### src/rtl/dlt_pkg.sv
// Package for the DOT language tokenizer: result record, token codes and
// keyword tables. No dependencies.
`default_nettype none
package dlt_pkg;

  localparam int POSITION_BITS_DEF   = 16;
  localparam int HTML_DEPTH_BITS_DEF = 8;
  localparam int MAX_RESULTS         = 3;
  localparam int NUM_KEYWORDS        = 6;

  // Kind of a result item.
  localparam logic [1:0] KIND_BYTE = 2'd0;
  localparam logic [1:0] KIND_END  = 2'd1;
  localparam logic [1:0] KIND_ERR  = 2'd2;

  // Token types.
  localparam logic [4:0] T_EDGE     = 5'd9;
  localparam logic [4:0] T_STRING   = 5'd10;
  localparam logic [4:0] T_HTML     = 5'd11;
  localparam logic [4:0] T_ID       = 5'd12;
  localparam logic [4:0] T_KEYWORD0 = 5'd13;
  localparam logic [4:0] T_EOF      = 5'd19;

  // Error codes.
  localparam logic [1:0] ERR_CHAR   = 2'd1;
  localparam logic [1:0] ERR_STRING = 2'd2;
  localparam logic [1:0] ERR_HTML   = 2'd3;

  typedef struct packed {
    logic [1:0]  kind;
    logic [7:0]  value_byte;
    logic [4:0]  token_type;
    logic [1:0]  error_code;
    logic [15:0] start_line;
    logic [15:0] start_column;
    logic        last;
  } res_t;

  // Keyword text, right justified, first character in the highest used byte.
  localparam logic [63:0] KW_TEXT [NUM_KEYWORDS] =
    '{64'("strict"), 64'("graph"), 64'("digraph"), 64'("node"), 64'("edge"),
      64'("subgraph")};
  localparam logic [3:0] KW_LEN [NUM_KEYWORDS] =
    '{4'd6, 4'd5, 4'd7, 4'd4, 4'd4, 4'd8};

  function automatic logic kw_hit(input int k, input logic [3:0] idx, input logic [7:0] b);
    logic [2:0] sh;
    logic [3:0] diff;
    kw_hit = 1'b0;
    diff = KW_LEN[k] - 4'd1 - idx;
    sh = diff[2:0];
    if (idx < KW_LEN[k]) begin
      kw_hit = (KW_TEXT[k][{sh, 3'b000} +: 8] == b);
    end
  endfunction

  // Drops the keywords that no longer match after byte b at position idx.
  function automatic logic [5:0] kw_track(input logic [5:0] mask, input logic [3:0] idx,
                                          input logic [7:0] b);
    kw_track = mask;
    for (int k = 0; k < NUM_KEYWORDS; k++) begin
      if (!kw_hit(k, idx, b)) kw_track[k] = 1'b0;
    end
  endfunction

  function automatic logic [4:0] ident_type(input logic [5:0] mask, input logic [3:0] len);
    ident_type = T_ID;
    for (int k = NUM_KEYWORDS - 1; k >= 0; k--) begin
      if (mask[k] && KW_LEN[k] == len) ident_type = T_KEYWORD0 + 5'(k);
    end
  endfunction

  function automatic logic is_numeral(input logic [7:0] b);
    is_numeral = (b >= "0") && (b <= "9");
  endfunction

  function automatic logic is_letter(input logic [7:0] b);
    is_letter = ((b >= "a") && (b <= "z")) || ((b >= "A") && (b <= "Z")) || (b == "_");
  endfunction

  function automatic logic is_space(input logic [7:0] b);
    is_space = (b == " ") || ((b >= 8'd9) && (b <= 8'd13));
  endfunction

  function automatic res_t mk_byte(input logic [7:0] b);
    mk_byte = '0;
    mk_byte.kind = KIND_BYTE;
    mk_byte.value_byte = b;
  endfunction

  function automatic res_t mk_rec(input logic [1:0] kind, input logic [4:0] tt,
                                  input logic [1:0] ec, input logic [15:0] l,
                                  input logic [15:0] c);
    mk_rec = '0;
    mk_rec.kind = kind;
    mk_rec.token_type = tt;
    mk_rec.error_code = ec;
    mk_rec.start_line = l;
    mk_rec.start_column = c;
  endfunction

endpackage
`default_nettype wire

### src/rtl/dlt_out_buf.sv
// Result buffer of the DOT tokenizer: holds up to three results of one input
// item, handed out one per cycle while ready_i is high. Depends on dlt_pkg.
`default_nettype none
module dlt_out_buf (
  input  wire                  clk_i,
  input  wire                  rst_ni,
  input  wire                  load_i,
  input  wire  [1:0]           count_i,
  input  dlt_pkg::res_t [2:0]  res_i,
  output logic                 room_o,
  output logic                 valid_o,
  input  wire                  ready_i,
  output dlt_pkg::res_t        res_o
);

  dlt_pkg::res_t [2:0] slot_q, slot_d;
  logic [1:0] cnt_q, cnt_d;
  logic pop;

  assign pop     = (cnt_q != 2'd0) && ready_i;
  assign valid_o = (cnt_q != 2'd0);
  assign res_o   = slot_q[0];
  assign room_o  = (cnt_q == 2'd0) || ((cnt_q == 2'd1) && ready_i);

  always_comb begin
    slot_d = slot_q;
    cnt_d  = cnt_q;
    if (pop) begin
      slot_d[0] = slot_q[1];
      slot_d[1] = slot_q[2];
      cnt_d = cnt_q - 2'd1;
    end
    if (load_i) begin
      slot_d = res_i;
      cnt_d  = count_i;
    end
  end

  always_ff @(posedge clk_i or negedge rst_ni) begin
    if (!rst_ni) begin
      cnt_q <= 2'd0;
    end else begin
      cnt_q <= cnt_d;
    end
  end

  always_ff @(posedge clk_i) begin
    slot_q <= slot_d;
  end

endmodule
`default_nettype wire

### src/rtl/dot_language_tokenizer_unit.sv
// Top level of the DOT language tokenizer: lexer state, per-byte decoding
// and the result buffer. Depends on dlt_pkg and dlt_out_buf.
//
// The tokenizer takes one text byte (or an end-of-text mark) per cycle while
// its result buffer has room, and turns it into zero to three result items:
// value bytes, token end records with type and start position, and error
// records. Each input item is decoded combinationally from the lexer state
// registers into a three-slot result buffer, which then drains one item per
// cycle while the downstream side is ready. A new input item is taken when
// the buffer is empty or its one waiting result is taken in the same cycle,
// so input slows where an item yields several results or downstream stalls.
`default_nettype none
module dot_language_tokenizer_unit #(
  parameter int POSITION_BITS   = dlt_pkg::POSITION_BITS_DEF,
  parameter int HTML_DEPTH_BITS = dlt_pkg::HTML_DEPTH_BITS_DEF
) (
  input  wire         clk_i,
  input  wire         rst_ni,
  input  wire         s_axis_tvalid,
  output logic        s_axis_tready,
  input  wire  [7:0]  s_axis_tdata,   // in_byte
  input  wire         s_axis_tuser,   // op
  output logic        m_axis_tvalid,
  input  wire         m_axis_tready,
  output logic [47:0] m_axis_tdata,   // value_byte, token_type, error_code,
                                      // start_line, start_column, zero pad
  output logic [1:0]  m_axis_tuser,   // kind
  output logic        m_axis_tlast    // last_of_item
);

  localparam logic [4:0] M_IDLE = 5'd0,  M_MINUS = 5'd1,  M_DOT = 5'd2,
                         M_SLASH = 5'd3, M_LINE_CMT = 5'd4, M_BLOCK_CMT = 5'd5,
                         M_BLOCK_STAR = 5'd6, M_STRING = 5'd7, M_ESCAPE = 5'd8,
                         M_HTML = 5'd9, M_IDENT = 5'd10, M_NUM_INT = 5'd11,
                         M_NUM_FRAC = 5'd12, M_NUM_EXP_SIGN = 5'd13,
                         M_NUM_EXP = 5'd14, M_ERROR = 5'd15;

  localparam logic [POSITION_BITS-1:0]   POS_ONE   = POSITION_BITS'(1);
  localparam logic [HTML_DEPTH_BITS-1:0] DEPTH_ONE = HTML_DEPTH_BITS'(1);

  logic [4:0]                 mode_q, mode_d;
  logic [5:0]                 mask_q, mask_d;
  logic [3:0]                 idlen_q, idlen_d;
  logic [HTML_DEPTH_BITS-1:0] depth_q, depth_d;
  logic [POSITION_BITS-1:0]   line_q, line_d, col_q, col_d;
  logic [POSITION_BITS-1:0]   sline_q, sline_d, scol_q, scol_d;

  dlt_pkg::res_t [2:0] res;
  logic [1:0] n;
  logic accept, room, do_start;
  logic [7:0] b;
  logic [POSITION_BITS+15:0] ext_line, ext_col, ext_sline, ext_scol;
  logic [15:0] line16, col16, sline16, scol16;
  dlt_pkg::res_t out_res;

  assign b = s_axis_tdata;
  assign s_axis_tready = room;
  assign accept = s_axis_tvalid && room;

  assign ext_line  = {16'b0, line_q};
  assign ext_col   = {16'b0, col_q};
  assign ext_sline = {16'b0, sline_q};
  assign ext_scol  = {16'b0, scol_q};
  assign line16  = ext_line[15:0];
  assign col16   = ext_col[15:0];
  assign sline16 = ext_sline[15:0];
  assign scol16  = ext_scol[15:0];

  always_comb begin
    mode_d  = mode_q;
    mask_d  = mask_q;
    idlen_d = idlen_q;
    depth_d = depth_q;
    line_d  = line_q;
    col_d   = col_q;
    sline_d = sline_q;
    scol_d  = scol_q;
    res      = '0;
    n        = 2'd0;
    do_start = 1'b0;

    if (s_axis_tuser) begin
      // End of text: flush the open token, then EOF unless an error stands or arises.
      unique case (mode_q)
        M_ERROR: ;
        M_MINUS, M_DOT, M_SLASH: begin
          res[n] = dlt_pkg::mk_rec(dlt_pkg::KIND_ERR, 5'd0, dlt_pkg::ERR_CHAR, sline16, scol16);
          n = n + 2'd1;
        end
        M_STRING, M_ESCAPE: begin
          res[n] = dlt_pkg::mk_rec(dlt_pkg::KIND_ERR, 5'd0, dlt_pkg::ERR_STRING, sline16, scol16);
          n = n + 2'd1;
        end
        M_HTML: begin
          res[n] = dlt_pkg::mk_rec(dlt_pkg::KIND_ERR, 5'd0, dlt_pkg::ERR_HTML, sline16, scol16);
          n = n + 2'd1;
        end
        M_IDENT: begin
          res[n] = dlt_pkg::mk_rec(dlt_pkg::KIND_END, dlt_pkg::ident_type(mask_q, idlen_q),
                                   2'd0, sline16, scol16);
          n = n + 2'd1;
          res[n] = dlt_pkg::mk_rec(dlt_pkg::KIND_END, dlt_pkg::T_EOF, 2'd0, line16, col16);
          n = n + 2'd1;
        end
        M_NUM_INT, M_NUM_FRAC, M_NUM_EXP_SIGN, M_NUM_EXP: begin
          res[n] = dlt_pkg::mk_rec(dlt_pkg::KIND_END, dlt_pkg::T_ID, 2'd0, sline16, scol16);
          n = n + 2'd1;
          res[n] = dlt_pkg::mk_rec(dlt_pkg::KIND_END, dlt_pkg::T_EOF, 2'd0, line16, col16);
          n = n + 2'd1;
        end
        default: begin
          res[n] = dlt_pkg::mk_rec(dlt_pkg::KIND_END, dlt_pkg::T_EOF, 2'd0, line16, col16);
          n = n + 2'd1;
        end
      endcase
      mode_d  = M_IDLE;
      depth_d = '0;
      line_d  = POS_ONE;
      col_d   = POS_ONE;
    end else begin
      unique case (mode_q)
        M_ERROR: ;
        M_MINUS: begin
          if (b == ">" || b == "-") begin
            res[n] = dlt_pkg::mk_byte("-");
            n = n + 2'd1;
            res[n] = dlt_pkg::mk_byte(b);
            n = n + 2'd1;
            res[n] = dlt_pkg::mk_rec(dlt_pkg::KIND_END, dlt_pkg::T_EDGE, 2'd0, sline16, scol16);
            n = n + 2'd1;
            mode_d = M_IDLE;
          end else begin
            res[n] = dlt_pkg::mk_rec(dlt_pkg::KIND_ERR, 5'd0, dlt_pkg::ERR_CHAR, sline16, scol16);
            n = n + 2'd1;
            mode_d = M_ERROR;
          end
        end
        M_DOT: begin
          if (dlt_pkg::is_numeral(b)) begin
            res[n] = dlt_pkg::mk_byte(".");
            n = n + 2'd1;
            res[n] = dlt_pkg::mk_byte(b);
            n = n + 2'd1;
            mode_d = M_NUM_FRAC;
          end else begin
            res[n] = dlt_pkg::mk_rec(dlt_pkg::KIND_ERR, 5'd0, dlt_pkg::ERR_CHAR, sline16, scol16);
            n = n + 2'd1;
            mode_d = M_ERROR;
          end
        end
        M_SLASH: begin
          if (b == "/") begin
            mode_d = M_LINE_CMT;
          end else if (b == "*") begin
            mode_d = M_BLOCK_CMT;
          end else begin
            res[n] = dlt_pkg::mk_rec(dlt_pkg::KIND_ERR, 5'd0, dlt_pkg::ERR_CHAR, sline16, scol16);
            n = n + 2'd1;
            mode_d = M_ERROR;
          end
        end
        M_LINE_CMT: begin
          if (b == 8'h0A) mode_d = M_IDLE;
        end
        M_BLOCK_CMT: begin
          if (b == "*") mode_d = M_BLOCK_STAR;
        end
        M_BLOCK_STAR: begin
          if (b == "/") mode_d = M_IDLE;
          else if (b != "*") mode_d = M_BLOCK_CMT;
        end
        M_STRING: begin
          if (b == "\"") begin
            res[n] = dlt_pkg::mk_rec(dlt_pkg::KIND_END, dlt_pkg::T_STRING, 2'd0, sline16, scol16);
            n = n + 2'd1;
            mode_d = M_IDLE;
          end else if (b == "\\") begin
            mode_d = M_ESCAPE;
          end else begin
            res[n] = dlt_pkg::mk_byte(b);
            n = n + 2'd1;
          end
        end
        M_ESCAPE: begin
          if (b == "n")      res[n] = dlt_pkg::mk_byte(8'h0A);
          else if (b == "t") res[n] = dlt_pkg::mk_byte(8'h09);
          else if (b == "r") res[n] = dlt_pkg::mk_byte(8'h0D);
          else               res[n] = dlt_pkg::mk_byte(b);
          n = n + 2'd1;
          mode_d = M_STRING;
        end
        M_HTML: begin
          if (b == "<") begin
            if (depth_q != '1) depth_d = depth_q + DEPTH_ONE;
          end else if (b == ">") begin
            if (depth_q != '0) depth_d = depth_q - DEPTH_ONE;
          end
          res[n] = dlt_pkg::mk_byte(b);
          n = n + 2'd1;
          if (depth_d == '0) begin
            res[n] = dlt_pkg::mk_rec(dlt_pkg::KIND_END, dlt_pkg::T_HTML, 2'd0, sline16, scol16);
            n = n + 2'd1;
            mode_d = M_IDLE;
          end
        end
        M_IDENT: begin
          if (dlt_pkg::is_letter(b) || dlt_pkg::is_numeral(b)) begin
            mask_d = dlt_pkg::kw_track(mask_q, idlen_q, b);
            if (idlen_q != 4'd15) idlen_d = idlen_q + 4'd1;
            res[n] = dlt_pkg::mk_byte(b);
            n = n + 2'd1;
          end else begin
            res[n] = dlt_pkg::mk_rec(dlt_pkg::KIND_END, dlt_pkg::ident_type(mask_q, idlen_q),
                                     2'd0, sline16, scol16);
            n = n + 2'd1;
            do_start = 1'b1;
          end
        end
        M_NUM_INT, M_NUM_FRAC, M_NUM_EXP_SIGN, M_NUM_EXP: begin
          if (dlt_pkg::is_numeral(b)) begin
            res[n] = dlt_pkg::mk_byte(b);
            n = n + 2'd1;
            if (mode_q == M_NUM_EXP_SIGN) mode_d = M_NUM_EXP;
          end else if (b == "." && mode_q == M_NUM_INT) begin
            res[n] = dlt_pkg::mk_byte(b);
            n = n + 2'd1;
            mode_d = M_NUM_FRAC;
          end else if ((b == "e" || b == "E") && (mode_q == M_NUM_INT || mode_q == M_NUM_FRAC))
          begin
            res[n] = dlt_pkg::mk_byte(b);
            n = n + 2'd1;
            mode_d = M_NUM_EXP_SIGN;
          end else if ((b == "+" || b == "-") && mode_q == M_NUM_EXP_SIGN) begin
            res[n] = dlt_pkg::mk_byte(b);
            n = n + 2'd1;
            mode_d = M_NUM_EXP;
          end else begin
            res[n] = dlt_pkg::mk_rec(dlt_pkg::KIND_END, dlt_pkg::T_ID, 2'd0, sline16, scol16);
            n = n + 2'd1;
            do_start = 1'b1;
          end
        end
        default: do_start = 1'b1;
      endcase

      // Start of a new token from the idle state; a token closed by this
      // byte falls through to here as well.
      if (do_start) begin
        mode_d = M_IDLE;
        if (!dlt_pkg::is_space(b)) begin
          sline_d = line_q;
          scol_d  = col_q;
          priority case (1'b1)
            (b == "[" || b == "]" || b == "{" || b == "}" || b == "," || b == ":" ||
             b == ";" || b == "=" || b == "+"): begin
              res[n] = dlt_pkg::mk_byte(b);
              n = n + 2'd1;
              unique case (b)
                "[":     res[n] = dlt_pkg::mk_rec(dlt_pkg::KIND_END, 5'd0, 2'd0, line16, col16);
                "]":     res[n] = dlt_pkg::mk_rec(dlt_pkg::KIND_END, 5'd1, 2'd0, line16, col16);
                "{":     res[n] = dlt_pkg::mk_rec(dlt_pkg::KIND_END, 5'd2, 2'd0, line16, col16);
                "}":     res[n] = dlt_pkg::mk_rec(dlt_pkg::KIND_END, 5'd3, 2'd0, line16, col16);
                ",":     res[n] = dlt_pkg::mk_rec(dlt_pkg::KIND_END, 5'd4, 2'd0, line16, col16);
                ":":     res[n] = dlt_pkg::mk_rec(dlt_pkg::KIND_END, 5'd5, 2'd0, line16, col16);
                ";":     res[n] = dlt_pkg::mk_rec(dlt_pkg::KIND_END, 5'd6, 2'd0, line16, col16);
                "=":     res[n] = dlt_pkg::mk_rec(dlt_pkg::KIND_END, 5'd7, 2'd0, line16, col16);
                default: res[n] = dlt_pkg::mk_rec(dlt_pkg::KIND_END, 5'd8, 2'd0, line16, col16);
              endcase
              n = n + 2'd1;
            end
            (b == "-"): mode_d = M_MINUS;
            (b == "\""): mode_d = M_STRING;
            (b == "<"): begin
              depth_d = DEPTH_ONE;
              res[n] = dlt_pkg::mk_byte(b);
              n = n + 2'd1;
              mode_d = M_HTML;
            end
            dlt_pkg::is_numeral(b): begin
              res[n] = dlt_pkg::mk_byte(b);
              n = n + 2'd1;
              mode_d = M_NUM_INT;
            end
            (b == "."): mode_d = M_DOT;
            dlt_pkg::is_letter(b): begin
              mask_d  = dlt_pkg::kw_track(6'h3F, 4'd0, b);
              idlen_d = 4'd1;
              res[n] = dlt_pkg::mk_byte(b);
              n = n + 2'd1;
              mode_d = M_IDENT;
            end
            (b == "/"): mode_d = M_SLASH;
            (b == "#"): mode_d = M_LINE_CMT;
            default: begin
              res[n] = dlt_pkg::mk_rec(dlt_pkg::KIND_ERR, 5'd0, dlt_pkg::ERR_CHAR, line16, col16);
              n = n + 2'd1;
              mode_d = M_ERROR;
            end
          endcase
        end
      end

      if (mode_d != M_ERROR) begin
        if (b == 8'h0A) begin
          if (line_q != '1) line_d = line_q + POS_ONE;
          col_d = POS_ONE;
        end else if (col_q != '1) begin
          col_d = col_q + POS_ONE;
        end
      end
    end

    if (n != 2'd0) res[n - 2'd1].last = 1'b1;
  end

  always_ff @(posedge clk_i or negedge rst_ni) begin
    if (!rst_ni) begin
      mode_q  <= M_IDLE;
      mask_q  <= 6'h3F;
      idlen_q <= 4'd0;
      depth_q <= '0;
      line_q  <= POS_ONE;
      col_q   <= POS_ONE;
      sline_q <= POS_ONE;
      scol_q  <= POS_ONE;
    end else if (accept) begin
      mode_q  <= mode_d;
      mask_q  <= mask_d;
      idlen_q <= idlen_d;
      depth_q <= depth_d;
      line_q  <= line_d;
      col_q   <= col_d;
      sline_q <= sline_d;
      scol_q  <= scol_d;
    end
  end

  dlt_out_buf u_out_buf (
    .clk_i   (clk_i),
    .rst_ni  (rst_ni),
    .load_i  (accept),
    .count_i (n),
    .res_i   (res),
    .room_o  (room),
    .valid_o (m_axis_tvalid),
    .ready_i (m_axis_tready),
    .res_o   (out_res)
  );

  assign m_axis_tdata = {1'b0, out_res.start_column, out_res.start_line, out_res.error_code,
                         out_res.token_type, out_res.value_byte};
  assign m_axis_tuser = out_res.kind;
  assign m_axis_tlast = out_res.last;

endmodule
`default_nettype wire
### config.mk
export PLATFORM = sky130hd
export DESIGN_NAME = dot_language_tokenizer_unit
export DESIGN_NICKNAME = d
export VERILOG_FILES = /design/src/rtl/dlt_pkg.sv /design/src/rtl/dlt_out_buf.sv /design/src/rtl/dot_language_tokenizer_unit.sv
export SDC_FILE = /design/constraint.sdc
export NUM_CORES = 1
export LEC_CHECK = 0
export BUFFER_PORTS_ARGS = -buffer_cell sky130_fd_sc_hd__buf_2
export CAP_MARGIN = 20
export CORE_ASPECT_RATIO = 0.6
export CORE_MARGIN = 8
export CORE_UTILIZATION = 58
export CTS_CLUSTER_SIZE = 25
export DETAILED_ROUTE_END_ITERATION = 8
export HOLD_SLACK_MARGIN = 0.08
export PLACE_DENSITY = 0.76
export SYNTH_ARGS = -nofsm -noshare
export SYNTH_HDL_FRONTEND = slang
export SYNTH_SLANG_ARGS = --single-unit
export TNS_END_PERCENT = 10
### constraint.sdc
create_clock -name clk_i -period 5.5 [get_ports clk_i]
set_input_delay 0.55 -clock clk_i [delete_from_list [all_inputs] [get_ports clk_i]]
set_output_delay 0.55 -clock clk_i [all_outputs]
set_load 0.005 [all_outputs]
* Word-level counts from Yosys, hierarchy flattened
Cells that the tools add are included.
** Operators by class
- Add/subtract/negate cells :: 14
- Reductions and logical operators :: 56
- Bitwise operators :: 2
- Magnitude comparators :: 19
- Eq/ne operators :: 64
- Divide/modulo/power cells :: 0
- Multipliers :: 0
- Shift operators :: 6
- Muxes and demuxes :: 257
** Operators with widths (number)
- $bwmux W150 :: 12
- $mux W150 :: 12
- $pmux W150 S8 :: 1
- $mux W50 :: 11
- $pmux W50 S8 :: 1
- $mux W49 :: 8
- $shiftx A64 B7 Y8 const A :: 6
- $demux W50 S2 :: 3
- $mux W100 :: 3
- $pmux W50 S6 :: 1
- $mux W48 :: 5
- $pmux W50 S3 :: 1
- $mux W16 :: 8
- $eq A8 B6 Y1 const B :: 14
- $mux W8 :: 14
- $mux W5 :: 22
- $mux W99 :: 1
- $mux W1 :: 96
- $mux W4 :: 24
- $eq A8 B7 Y1 const B :: 11
- $mux W6 :: 11
- $pmux W5 S10 :: 1
- $eq A8 B8 Y1 :: 6
- $eq A5 B4 Y1 const B :: 8
- other kinds (52) :: 138
** Word-level totals
- Output and inout bits :: 53
- Input port bits :: 13
- Memories :: 0
- Latch bits :: 0
- ROM bits :: 0
- Register bits after elaboration :: 239
- Bits in writable memories :: 0

* Longest topological paths before layout
Gate-level depths: netlist of the first run.
- Depth after elaboration :: 31
- Depth in mapped cells :: 19
- Depth with buffers taken out :: 16

* Hierarchy
Synthesis of the first run repeated with hierarchy kept, for this count alone.
** Unflattened totals
- Cell total of the unflattened synthesis :: 1704
- Area total of the unflattened synthesis :: 16358.2 um^2
** By module, submodules not included
- dot_language_tokenizer_unit :: instances 1, cells each 1374, area an instance 10083.4 um^2
- dlt_out_buf :: instances 1, cells each 330, area an instance 6274.8 um^2

* Worst setup path after synthesis of the first run
Ideal clock, no wire load.
- Path kind :: input -> register
- From :: input s_axis_tdata[6]
- To :: register u_out_buf.slot_q[50] (netlist bit) (data pin)
- Setup time :: 0.261 ns
- Stages :: 15
- Slack :: 0.956 ns
- Data arrival time :: 4.283 ns
- Path through :: clkbuf_1 -> nand4bb_1 -> nor3_2 -> and2_1 -> o221ai_1 -> a2111oi_2 -> and3_1 -> clkbuf_1 -> clkbuf_1 -> nor2_1 -> ha_1 -> o311a_1 -> o41a_1 -> and2_1 -> a221o_1
** RTL lines
- from (decl) :: line dot_language_tokenizer_unit.sv:21 : input wire [7:0] s_axis_tdata,
- to (signal assigned) :: line dlt_out_buf.sv:48 : slot_q <= slot_d;
- to (decl) :: line dlt_out_buf.sv:16 : dlt_pkg::res_t [2:0] slot_q, slot_d;

==> flow_summary.toml, run 1 <==
[floorplanning]
floorplan.initialDensity_pct = 59.4
fp.dieArea_um2 = 30300
die_w_um = 220
io_pins = 66
row_count = 44
coreArea_um2 = 24300
die_h_um = 138

[critical_path]
end_kind = "register"
critPathLaunch = "depth_q[0]$_DFFE_PN0P_"
reg2reg_from = "depth_q[0]$_DFFE_PN0P_"
start_kind = "register"
cp.required_ns = 5.89
crit_type = "register to register"
path_max_fanout = 15
worstPathArrival_ns = 5.45

[route]
drtIter0Drc = 2119
vias = 12831
postRouteWirelength_um = 43500
routed_via_density = 6.93
ant_nets = 0
first_pass_iters = 6
wl_per_cell_um = 23.5
drt_drc_violations_left = 0

[power]
power_leakage_nw = 5.67
peakVddDrop_mv = 0.297
power_density_nw_per_um2 = 446

[place]
dp.cells = 1810
dpl.hpwl_um = 28900
dpl_cell_area_um2 = 14600
port_buffers = 64
gp_congestion = 1.05
place_ws_ns = 0.403

[synth]
ys_types = 94
synth-seq-cells = 234
async_flop_share_pct = 38.0
synth.most_common_cell = "nand2_1"
yosys_warnings = 0
synth_top_area_share_pct = 30.2
synth.yosys.seq_area_share_pct = 45.7
synth_area_leader_cell = "edfxtp_1"
synth.cells.most_frequent = "nand2_1 (177), edfxtp_1 (145), o21ai_0 (141)"
synth_edf_count = 145
syn-cell-area_um2 = 14400
synthTopCellsByArea = "edfxtp_1 (30%), dfrtp_1 (14%), a22oi_1 (6.8%), o21ai_0 (4.9%), nand2_1 (4.6%)"
synthFlopType = "edfxtp_1"
syn_inst = 1570
avgSynthCellArea_um2 = 9.18

[cts]
cts_buffers = 23
ctsResizeCount = 0
cts_setup_buffers = 0
clockRootBuffer = "clkbuf_16"
clk_latency_ns = 0.52
clkSinkCount = 234
clkSlewWorstSetupHoldPaths_ns = 0.07
h-tree-depth = 1
cts_max_path_buffers = 3
cts_tree = "done"

[worst_hold_path]
hold_start = "s_axis_tdata[5]"
hold_class = "input port to register"

[grt]
grt_pass1_vias = 11614
grt_start_max_net_pins = 73
grt_pass1_wl_um = 68400
antenna_found_initial = 0
grt_util_all_layers_pct = 27.9
overflow = 0

[job]
maxCapViolCount = 0

[finish]
postLayoutCellArea_um2 = 15300
regArea_um2 = 6590
final_cells = 1852
diodes = 0
fill_cells = 2005
multi_input_area_um2 = 6700
drive_gt1_share_pct = 12.7
syn2layout_area_growth_pct = 6.13
nNetsFinal = 1546
final_core_utilization_pct = 63.0

[sta]
max_freq_mhz = 198
final.min_clock_period_ns = 5.06
setup_ws_ns = 0.438
fin_skew_ns = 0.0178
drv_slew = 0
hold_violations = 0
fin_crit_sh_pct = 92.0
setup-tns-final_ns = 0
setup_viol = 0
tightest_slew_ns = 1.13
slew_headroom_pct = 24.4
rsz0062_at_grt = "no"

[outcome]
status = "complete, no violations"
==> final cells by class <==
| cell class | count | area share (%) |
|---|---|---|
| Sequential cell | 234 | 43.1 |
| Clock inverter | 10 | 0.712 |
| Timing Repair Buffer | 110 | 4.38 |
| Clock buffer | 31 | 4.02 |
| Inverter | 56 | 1.37 |
| Multi-Input combinational cell | 1089 | 43.8 |
| Tap cell | 322 | 2.63 |
==> registers in the layout, indices dropped and copies added, names as in the netlist <==
signal	cells
idlen_q	4
mode_q	5
depth_q	8
u_out_buf.cnt_q	2
u_out_buf.res_o	50
line16	16
sline16	16
col16	16
u_out_buf.slot_q	95
mask_q	6
scol16	16
==> cells in the final DEF, fill, tap and decap left out, types with 10 or more instances in the layout <==
master and count:
a32o_1 11, nor3b_1 10, clkbuf_16 23, nor2b_1 11, or3_1 17, inv_1 54, dfstp_2 10, ha_1 19
or4_1 10, a21oi_1 72, nand4_1 16, a22oi_1 131, buf_4 46, o31ai_1 23, nand3_1 33, o211ai_1 10
nor2_1 98, xnor2_1 14, o21ai_0 141, nor3_1 28, nand2b_1 22, a31oi_1 17, and3_1 24, edfxtp_1 145
and2_1 14, nand2_1 176, buf_2 63, dfrtp_1 79
==> cells by family after synthesis <==
logic type	count (synthesis)	share of synthesized area, %
buf+inv	248	8.06
fa+ha+maj	19	1.65
compound gates	511	23.9
simple gates	523	18.4
mux	13	0.972
other cells	1	0.0260
flops	234	45.7
xor+xnor	21	1.28
==> path summary, 6_finish.rpt <==
| kind | endpoint | slack, ns | cells past startpoint |
|---|---|---|---|
| max | u_out_buf.slot_q[91]$_DFFE_PP_ | 0.44 | 15 |
| min | u_out_buf.slot_q[145]$_SDFFCE_PP0P_ | 0.42 | 2 |
| max reg2reg | u_out_buf.slot_q[91]$_DFFE_PP_ | 0.44 | 15 |
| min reg2reg | scol16[0]$_DFFE_PN1P_ | 0.48 | 2 |
| max in group asynchronous | idlen_q[2]$_DFFE_PN0P_ | 3.79 | 3 |
| min in group asynchronous | scol16[2]$_DFFE_PN0P_ | 0.44 | 2 |
==> through the flow <==
stage | power (mW) | hold WS [ns]
global route | 7.14 | 0.408
detailed placement | 5.19 | 0.445
global placement | 5.16 | 0.442
finish | 6.83 | 0.418
CTS | 6.75 | 0.391
floorplan | 4.44 | 0.254
==> repair_timing <==
item                                   4_1_cts  5_1_grt
hold buffers                                 1        0
setup endpoints to repair                    0        0
endpoints found under the hold margin       16        0
==> report_power, final <==
| part | leakage [nW] | switching [mW] | internal [mW] |
|---|---|---|---|
| logic | 2.71 | 1.65 | 0.842 |
| clock network | 0.357 | 0.686 | 0.883 |
| registers | 2.61 | 0.310 | 2.45 |
| total | 5.67 | 2.65 | 4.18 |
==> worst max-delay path, cell delays in order, from the launching register on <==
cell and delay [ns]:
dfrtp_1 0.45, inv_1 0.12, ha_1 0.24, nor3b_1 0.45, a21bo_2 0.24, and2_1 0.17
o221ai_1 0.18, a2111oi_2 0.65, a21oi_1 0.27, or4_1 0.52, ha_1 0.30, a22oi_1 0.29
nor2_2 0.25, nor3_1 0.52, o211ai_1 0.17, nand2_1 0.11
==> per-layer routing <==
metal / global-route usage, % / part of all wire [%] / wire length (um)
met2: 35.8 / 39 / 16900
met3: 6.97 / 14 / 6160
met5: 0 / 0 / 0
met1: 45.2 / 45 / 19600
met4: 6.30 / 1.9 / 829
(Power assumes the default switching activity.)
==> run 2, diff against run 1 <==
--- a/config.mk
+++ b/config.mk
@@ -7,5 +7,5 @@
 export LEC_CHECK = 0
 export BUFFER_PORTS_ARGS = -buffer_cell sky130_fd_sc_hd__buf_2
-export CAP_MARGIN = 20
+export CAP_MARGIN = 10
 export CORE_ASPECT_RATIO = 0.6
 export CORE_MARGIN = 8
==> constraint.sdc (replaced) <==
create_clock -name clk_i -period 5.5 [get_ports clk_i]
set_input_delay 1.1 -clock clk_i [delete_from_list [all_inputs] [get_ports clk_i]]
set_output_delay 1.1 -clock clk_i [all_outputs]
set_load 0.005 [all_outputs]
==> flow_summary.toml, run 2 (same netlist as run 1, synthesis figures left out) <==
[outcome]
status = "complete, no violations"

[route]
first_pass_iters = 5
vias = 12853
drt_drc_violations_left = 0
postRouteWirelength_um = 44500
ant_nets = 0
routed_via_density = 6.89
wl_per_cell_um = 23.8
drtIter0Drc = 2032

[place]
dpl.hpwl_um = 29800
gp_congestion = 1.01
port_buffers = 64
dpl_cell_area_um2 = 14700

[sta]
setup_viol = 0
setup-tns-final_ns = 0
slew_headroom_pct = 17.9
fin_skew_ns = 0.0257
rsz0062_at_grt = "no"
final.min_clock_period_ns = 4.79
drv_slew = 0
tightest_slew_ns = 1.23
max_freq_mhz = 209
hold_violations = 0
fin_crit_sh_pct = 87.2

[critical_path]
reg2reg_setup_slack_ns = 0.75
end_kind = "register"
rr_worst_depth = 15
path_max_fanout = 24
reg2reg_from = "depth_q[0]$_DFFE_PN0P_"
crit_type = "input port to register"
r2r-end = "u_out_buf.slot_q[50]$_DFFE_PP_"
worstPathArrival_ns = 5.23
cp.required_ns = 5.94
start_kind = "input port"

[finish]
syn2layout_area_growth_pct = 7.45
layout_common_cells = "nand2_1 (176), edfxtp_1 (145), o21ai_0 (141)"
diodes = 0
regMostFlops = "u_out_buf.slot_q"
final_core_utilization_pct = 63.8
fill_cells = 1956
largest_reg_flops = 95
drive_gt1_share_pct = 13.9
regArea_um2 = 6590
multi_input_area_um2 = 6700
final_common_cell = "nand2_1"
nNetsFinal = 1560
postLayoutCellArea_um2 = 15500

[floorplanning]
die_w_um = 220
die_h_um = 138
floorplan.initialDensity_pct = 59.4
row_count = 44
coreArea_um2 = 24300
io_pins = 66
fp.dieArea_um2 = 30300

[cts]
cts_max_path_buffers = 3
ctsResizeCount = 0
clkSlewWorstSetupHoldPaths_ns = 0.07
clkSinkCount = 234
cts_setup_buffers = 0
h-tree-depth = 1
clk_latency_ns = 0.53
cts_tree = "done"
hold_buffers = 0
clockRootBuffer = "clkbuf_16"
cts_buffers = 23

[power]
peakVddDrop_mv = 0.271
power_density_nw_per_um2 = 452
power_leakage_nw = 5.79

[worst_hold_path]
min_path_cells = 2
hold_start = "mask_q[3]$_DFFE_PN1P_"
hold_class = "register to register"
min_to = "mask_q[3]$_DFFE_PN1P_"

[grt]
antenna_found_initial = 0
grt_start_max_net_pins = 72
grt_pass1_vias = 11906
grt_pass1_wl_um = 70300
grt_util_all_layers_pct = 28.7
overflow = 0

[job]
maxCapViolCount = 0
[run 2: cell types whose count changed in the layout (fill, tap and decap cells not counted), moves of 2 or more]
cell / previous run / this run
buf_4: 46 / 61
clkbuf_8: 1 / 8
clkbuf_1: 7 / 4
clkinv_2: 5 / 2
clkinv_1: 3 / 1
[run 2: power breakdown]
| part | total [mW] | internal [mW] | switching, mW | leakage (nW) |
|---|---|---|---|---|
| combinational | 2.51 | 0.856 | 1.65 | 2.78 |
| clock | 1.71 | 1.02 | 0.690 | 0.402 |
| sequential | 2.79 | 2.45 | 0.336 | 2.61 |
| total | 7.01 | 4.33 | 2.68 | 5.79 |
[run 2: stage by stage]
step	power (mW)	hold WS [ns]	worst slack [ns]	cells
floorplan	4.44	0.454	0.406	1571
global placement	5.19	0.469	0.359	1825
detailed placement	5.23	0.479	0.325	1825
CTS	6.94	0.487	0.796	1866
global route	7.32	0.511	0.415	1866
finish	7.01	0.486	0.707	1866
[run 2: per-layer routing]
metal	GRT usage (%)	share of wire (%)	vias to the layer above
met5	0	0	-
met4	5.57	1.4	0
met3	8.10	14	59
met2	37.8	40	819
met1	45.6	45	6264
li1	-	-	5711
[run 2: layout make-up]
type | instances | share of cell area (%)
Clock buffer | 35 | 4.52
Clock inverter | 6 | 0.719
Inverter | 56 | 1.36
Multi-Input combinational cell | 1089 | 43.2
Sequential cell | 234 | 42.6
Tap cell | 322 | 2.60
Timing Repair Buffer | 124 | 4.99
[run 2: worst max path at each step]
stage | startpoint | end | depth (start not counted)
floorplan | s_axis_tdata[6] | u_out_buf.slot_q[50]$_DFFE_PP_ | 15
global placement | s_axis_tdata[6] | u_out_buf.slot_q[50]$_DFFE_PP_ | 15
detailed placement | s_axis_tdata[6] | u_out_buf.slot_q[50]$_DFFE_PP_ | 15
CTS | depth_q[0]$_DFFE_PN0P_ | u_out_buf.slot_q[50]$_DFFE_PP_ | 15
global route | depth_q[0]$_DFFE_PN0P_ | u_out_buf.slot_q[107]$_SDFFCE_PP0P_ | 19
finish | s_axis_tdata[2] | col16[0]$_DFFE_PN1P_ | 11
[run 2: critical path: stages]
cell and delay [ns]:
buf_2 0.26, buf_4 0.34, and2_0 0.35, o2111ai_1 0.38, nand3_1 0.34, o311ai_0 0.28, nor4_1 0.71, o32ai_1 0.24
o2111a_2 0.29, or4_4 0.63, mux2_4 0.29
